$ cat config.mk
export PLATFORM = sky130hd
export DESIGN_NAME = rti_decide
export DESIGN_NICKNAME = d
export VERILOG_FILES = /design/src/hdl/rti_pkg.sv /design/src/hdl/rti_decide.sv
export SDC_FILE = /design/constraint.sdc
export NUM_CORES = 1
export LEC_CHECK = 0
export BUFFER_PORTS_ARGS = -buffer_cell sky130_fd_sc_hd__buf_4
export CORE_ASPECT_RATIO = 1.4
export CORE_MARGIN = 2
export CORE_UTILIZATION = 45
export DETAILED_ROUTE_END_ITERATION = 7
export GPL_ROUTABILITY_DRIVEN = 1
export PLACE_DENSITY = 0.79
export SLEW_MARGIN = 15
export SYNTH_ARGS = -nofsm -noshare
export SYNTH_HDL_FRONTEND = slang
export SYNTH_SLANG_ARGS = --single-unit
$ cat constraint.sdc
create_clock -name clock -period 4.35 [get_ports clock]
set_input_delay 0.6525 -clock clock [delete_from_list [all_inputs] [get_ports clock]]
set_output_delay 0.6525 -clock clock [all_outputs]
set_load 0.1 [all_outputs]
$ cat src/hdl/rti_pkg.sv
`timescale 1ns / 1ps

package rti_pkg;

   // Dot products and the divider work modulo 2^64.
   localparam int DOT_WIDTH    = 64;
   localparam int UV_FRAC      = 16;
   localparam int UV_WIDTH     = UV_FRAC + 1;
   localparam int THRESH_WIDTH = 20;
   localparam logic [THRESH_WIDTH-1:0] THRESH_RESET = 20'd168;

   typedef enum logic [1:0] {
      CSR_ORIGIN_X      = 2'd0,
      CSR_ORIGIN_Y      = 2'd1,
      CSR_ORIGIN_Z      = 2'd2,
      CSR_DET_THRESHOLD = 2'd3
   } csr_index_type;

   // One word on its way through the decision and divider stages.
   typedef struct packed {
      logic                 hit;
      logic [DOT_WIDTH-1:0] adet;
      logic [DOT_WIDTH-1:0] rem_u;
      logic [DOT_WIDTH-1:0] rem_v;
      logic [UV_WIDTH-1:0]  quo_u;
      logic [UV_WIDTH-1:0]  quo_v;
   } rti_lane_type;

endpackage

$ cat src/hdl/rti_decide.sv
`timescale 1ns / 1ps

module rti_decide (
   input  logic                             clock,
   input  logic                             reset,
   input  logic                             en,
   input  logic [rti_pkg::THRESH_WIDTH-1:0] thresh,
   input  logic                             in_valid,
   input  logic [rti_pkg::DOT_WIDTH-1:0]    dot_in [4],
   output logic                             out_valid,
   output rti_pkg::rti_lane_type            out_lane
);
   import rti_pkg::*;

   logic                 valid_f_ff, valid_g_ff;
   logic                 dneg;
   logic                 zero_ff;
   logic [DOT_WIDTH-1:0] sum_raw;
   logic [DOT_WIDTH-1:0] adet_in, nu_in, nv_in, nt_in, sum_in;
   logic [DOT_WIDTH-1:0] adet_ff, nu_ff, nv_ff, nt_ff, sum_ff;
   logic [DOT_WIDTH-1:0] slack;
   logic                 miss;
   rti_lane_type         lane_in, lane_ff;

   always_ff @(posedge clock) begin
      if (reset) begin
         valid_f_ff <= 1'b0;
         valid_g_ff <= 1'b0;
      end else if (en) begin
         valid_f_ff <= in_valid;
         valid_g_ff <= valid_f_ff;
      end
   end

   // Fold the determinant sign into every numerator.
   always_comb begin
      dneg    = dot_in[0][DOT_WIDTH-1];
      sum_raw = dot_in[1] + dot_in[2];
      adet_in = dneg ? DOT_WIDTH'(0) - dot_in[0] : dot_in[0];
      nu_in   = dneg ? DOT_WIDTH'(0) - dot_in[1] : dot_in[1];
      nv_in   = dneg ? DOT_WIDTH'(0) - dot_in[2] : dot_in[2];
      nt_in   = dneg ? DOT_WIDTH'(0) - dot_in[3] : dot_in[3];
      sum_in  = dneg ? DOT_WIDTH'(0) - sum_raw : sum_raw;
   end

   always_ff @(posedge clock) begin
      if (en) begin
         zero_ff <= (dot_in[0] == '0);
         adet_ff <= adet_in;
         nu_ff   <= nu_in;
         nv_ff   <= nv_in;
         nt_ff   <= nt_in;
         sum_ff  <= sum_in;
      end
   end

   always_comb begin
      slack = adet_ff - sum_ff;
      miss  = zero_ff || (adet_ff < DOT_WIDTH'(thresh)) || nu_ff[DOT_WIDTH-1]
           || nv_ff[DOT_WIDTH-1] || slack[DOT_WIDTH-1] || nt_ff[DOT_WIDTH-1];
      lane_in.hit   = !miss;
      lane_in.adet  = adet_ff;
      lane_in.rem_u = nu_ff;
      lane_in.rem_v = nv_ff;
      lane_in.quo_u = '0;
      lane_in.quo_v = '0;
   end

   always_ff @(posedge clock) begin
      if (en) begin
         lane_ff <= lane_in;
      end
   end

   assign out_valid = valid_g_ff;
   assign out_lane  = lane_ff;

endmodule

Word level (Yosys, flattened, before mapping):

Index checks and enable logic that the tools add are counted.

* mux-type cells: 5
* $lt $le $gt $ge: 1
* add/subtract/negate cells: 7
* reductions and logical operators: 7

Operators with widths (count)
* 1-bit by 64-bit subtractor with 64-bit output, first input constant: 5
* 64-bit two-way mux: 4
* 64-bit adder: 1
* 64-bit logical NOT: 1
* 64-bit by 20-bit < comparator with 1-bit output: 1
* 64-bit subtractor: 1
* 63-bit two-way mux: 1
* 1-bit logical OR: 5
* 1-bit logical NOT: 1

* register bits after elaboration: 516
* logic and storage cells: 33
* input bits: 280

Longest topological paths before layout:

* depth after elaboration: 7
* gate-level depth with buffers: 14
* depth with buffers taken out: 14

Worst setup path before layout:

No wires, ideal clock.

* path type: in2reg
* start: in dot_in[64] in the netlist's numbering
* end: reg sum_ff[57], data pin
* stages on the path: 14
* setup slack: -0.288 ns
* arrival time: 4.360 ns
* library setup time: 0.279 ns
* data required time: 4.071 ns
* buffers on the path: 0
* cell sequence: ha_1 -> inv_1 -> fa_1 -> nand2b_1 -> a211oi_1 -> o21ai_0 -> a211oi_1 -> o211ai_1 -> a32oi_1 -> o2111ai_1 -> nor4_1 -> nand4b_1 -> o41ai_1 -> xnor2_1

* longest elaborated chain between the ends: 3

Ends and longest elaborated chain
* start, declared: RTL line rti_decide.sv:9 `input logic [rti_pkg::DOT_WIDTH-1:0] dot_in [4],`
* 64-bit adder *: RTL line rti_decide.sv:38 `sum_raw = dot_in[1] + dot_in[2];`
* 1-bit by 64-bit subtractor with 64-bit output: RTL line rti_decide.sv:43 `sum_in = dneg ? DOT_WIDTH'(0) - sum_raw : sum_raw;`
* 64-bit two-way mux *: RTL line rti_decide.sv:43
* named net sum_in[57]: RTL line rti_decide.sv:19 `logic [DOT_WIDTH-1:0] adet_in, nu_in, nv_in, nt_in, sum_in;`
* end signal, assigned: RTL line rti_decide.sv:53 `sum_ff <= sum_in;`
* end, declared: RTL line rti_decide.sv:20 `logic [DOT_WIDTH-1:0] adet_ff, nu_ff, nv_ff, nt_ff, sum_ff;`

Mark *: on every way through the listed nets, which the timed path passes. The rest lies on a longest branch.
A chain may end at the register's enable or synchronous reset.

Worst setup path after layout:

* start: in dot_in[79] in the netlist's numbering
* end: reg sum_ff[61], data pin

Same word-level chain as after synthesis.

==> impl_metrics.json <==
{
  "synth-main-ff-cell": "edfxtp_1",
  "crit_family": "compound AO/OA/AOI/OAI gates",
  "startpoint_type": "input port",
  "design_area_um2": 34800,
  "synth-compound-area-share_pct": 14.7,
  "post_dp_cell_area_um2": 33200,
  "synth_top_family_by_area": "compound AO/OA/AOI/OAI gates",
  "ant_nets": 0,
  "maxCapViolations": 0,
  "fin_nets": 3598,
  "port_buffers": 473,
  "cp_slowest_cell": "a2111oi_0",
  "drcViolationCount": 0,
  "gr-total-overflow": 0,
  "grt_pass1_vias": 22800,
  "core-area_um2": 57600,
  "vias_per_cell": 5.66,
  "post-route-util_pct": 60.4,
  "async_reset_ff_share_pct": 0,
  "power.total_mw": 13.6,
  "die_w_um": 208,
  "cts_made_buffers": 43,
  "fin_setup_tns_ns": 0,
  "antenna_cells": 0,
  "post-place-ws_ns": -0.670,
  "cts.sinks": 453,
  "worstSetupPathType": "in -> reg",
  "powerDensity_nw_per_um2": 391,
  "syn2layout_area_growth_pct": 32.2,
  "ys_warn_count": 0,
  "finalHoldViolations": 0,
  "tightest_slew_ns": 0.813,
  "final_layout_size_suffix_gt1_share_pct": 30.2,
  "arrival_ns": 4.52,
  "ys_types": 82,
  "status": "finished, final reports clean",
  "peakVddDrop_mv": 0.319,
  "grt_pass1_wl_um": 128000,
  "grt_max_degree": 180,
  "finalMaxSlewViolations": 0,
  "muxShareOfSynthArea_pct": 0.271,
  "synth-xor-area-share_pct": 9.65,
  "antenna_found_initial": 0,
  "hp-class": "in -> reg",
  "htreeDepth": 2,
  "die_y_um": 290,
  "grt_usage_pct": 27.0,
  "synth_seq_area_share_pct": 51.6,
  "initial_core_util_pct": 45.7,
  "hold_buffers": 0,
  "io_pins": 508,
  "cts_tree": "yes",
  "first_iter_violations": 1455,
  "rows": 104,
  "synth_cells": 2354,
  "skew_ns": 0.0210,
  "ys_ff_latch": 453,
  "gp_congestion": 0.971,
  "clkLatencyLatePin_ns": 0.59,
  "synth_fa_ha_area_share_pct": 7.11,
  "wirelength_um": 83500,
  "synth_simple_gate_area_share_pct": 13.2,
  "period_minus_slack_ns": 4.19,
  "clk_path_buf_depth": 3,
  "required_ns": 4.68,
  "path_clk_slew_ns": 0.07,
  "p_leak_nw": 13.9,
  "slew_headroom_pct": 45.8,
  "crit_path_end_kind": "flip-flop",
  "final_cells": 3944,
  "num_vias": 22300,
  "fillers": 4820,
  "drtPass1Iterations": 5,
  "path_max_fanout": 4,
  "r2r_setup_slack_ns": 1.02,
  "wl_per_cell_um": 21.2,
  "netlist_area_um2": 26300,
  "timing.fmax_ghz": 0.239,
  "dp.cells": 3860,
  "cp_common_cell": "buf_4",
  "avgSynthCellArea_um2": 11.2,
  "root_buffer": "clkbuf_16",
  "slowest_delay_ns": 0.63,
  "whs_ns": 0.229,
  "hpwl_um": 66600,
  "path_cells": "buf_4, ha_1, nand2_1, buf_4, nor4_2, o211ai_1, a2111oi_2, buf_4, buf_4, o21ai_0, mux2i_1, a2111oi_0, buf_4, nor2_1, nand3_1, o41ai_2, xnor2_1",
  "die_area_um2": 60500,
  "setup_viol": 0,
  "path_buf_inv": 5,
  "period_share_pct": 96.3,
  "synth_edf_count": 451,
  "post-route-worst-setup-slack_ns": 0.161
}
## cell usage in the layout, fill, tap and decap left out, types with 13 or more instances in the layout
cell	instances
buf_4	836
edfxtp_1	451
xnor2_1	250
nand2_1	167
o21ai_0	158
ha_1	148
a21oi_1	110
inv_1	103
nor2_1	98
o31ai_1	76
a21o_1	70
nand4_1	59
nor3_1	54
nor4_1	49
or3_1	47
clkbuf_16	43
xor2_1	40
nand3_1	35
conb_1	34
o41ai_1	32
or4_1	28
nand2b_1	21
or2_2	19
and2_1	17
a211oi_1	15
o211ai_1	14
o21a_1	13
## layout make-up
class,count,area (µm²),area share [%]
well taps,742,928,2.67
flip-flops and latches,453,13600,39.0
clock inverters,26,280,0.805
repair buffers,843,6400,18.4
multi-input cells,1725,12100,34.8
clock buffers,52,1110,3.19
inverters,103,387,1.11
## cell usage after synthesis, types with 5 or more instances
| cell | count | area share, % |
|---|---|---|
| or4_4 | 7 | 0.30 |
| or2_2 | 19 | 0.45 |
| o31ai_1 | 80 | 2.3 |
| and4_1 | 9 | 0.30 |
| a21oi_1 | 111 | 2.1 |
| o21bai_1 | 9 | 0.26 |
| mux2i_1 | 6 | 0.23 |
| nand4_1 | 59 | 1.4 |
| nand2b_1 | 21 | 0.50 |
| ha_1 | 148 | 7.0 |
| a211oi_1 | 19 | 0.54 |
| o41ai_1 | 36 | 1.2 |
| a31oi_1 | 10 | 0.24 |
| and3_1 | 5 | 0.12 |
| edfxtp_1 | 451 | 51 |
| a211o_1 | 5 | 0.17 |
| or4_1 | 29 | 0.83 |
| xnor2_1 | 250 | 8.3 |
| clkbuf_1 | 63 | 0.90 |
| o21ai_0 | 163 | 3.1 |
| nand3_1 | 35 | 0.67 |
| xor2_1 | 40 | 1.3 |
| nor3_1 | 55 | 1.0 |
| and2_1 | 17 | 0.40 |
| inv_1 | 103 | 1.5 |
| nand2_1 | 167 | 2.4 |
| a221oi_1 | 5 | 0.17 |
| buf_1 | 6 | 0.086 |
| o211ai_1 | 14 | 0.40 |
| o21a_1 | 13 | 0.37 |
| or3_1 | 48 | 1.1 |
| a221o_1 | 5 | 0.19 |
| a21o_1 | 70 | 2.0 |
| nor2b_1 | 10 | 0.24 |
| nor2_1 | 99 | 1.4 |
| buf_4 | 34 | 0.97 |
| nor4_1 | 53 | 1.3 |
## path summary, 6_finish.rpt
| check | start | to | cells past startpoint |
|---|---|---|---|
| worst max-delay path | dot_in[79] | sum_ff[61]$_DFFE_PP_ | 17 |
| worst min-delay path | reset | out_valid$_SDFFE_PP0P_ | 2 |
| worst max register to register | adet_ff[8]$_DFFE_PP_ | out_lane[226]$_DFFE_PP_ | 12 |
| worst min register to register | nv_ff[57]$_DFFE_PP_ | out_lane[91]$_DFFE_PP_ | 0 |
## sequential cells by signal, summed over array words and instances, names as in the netlist
| signal | flops |
|---|---|
| nv_ff | 64 |
| zero_ff | 1 |
| valid_f_ff | 1 |
| sum_ff | 64 |
| adet_ff | 64 |
| nu_ff | 64 |
| nt_ff | 1 |
| out_valid | 1 |
| out_lane | 193 |
## power breakdown
group          switching [mW]  total [mW]  internal (mW)
Sequential              0.211        5.62           5.41
Clock                    1.67        3.80           2.13
Combinational            2.71        4.17           1.46
## cells by family (layout without fill, tap and decap cells)
logic type	Yosys count	after routing
DFF	453	453
xor gates and xnor gates	290	290
and+or+nand+nor	657	657
AOI/OAI and AO/OA	588	588
muxes	7	7
adders and majority gates	149	149
buffers and inverters	209	1024
other	1	34
## per-layer routing
| layer | GRT usage (%) | wire (µm) | up-vias |
|---|---|---|---|
| met1 | 32.8 | 33200 | 10800 |
| li1 | - | - | 10600 |
| met2 | 48.8 | 42600 | 807 |
| met5 | 0 | 0 | - |
| met4 | 9.46 | 3130 | 0 |
| met3 | 3.68 | 4570 | 170 |
## worst register-to-register path: cells and delay by family, from the launching register on
kind / cells / cell delay, ns
AO/OA/AOI/OAI: 9 / 1.78
adder cells (fa/ha/maj): 1 / 0.35
XOR/XNOR: 1 / 0.35
AND/OR/NAND/NOR: 1 / 0.13
flip-flops: 1 / 0.47
## what timing repair did
| item | CTS | global route |
|---|---|---|
| gates resized for setup | 2 | 26 |
| pin swaps | 0 | 3 |
| cloned | 0 | 0 |
| endpoints found under the setup margin | 2 | 29 |
| setup buffers | 0 | 6 |
(Power assumes the default switching activity.)
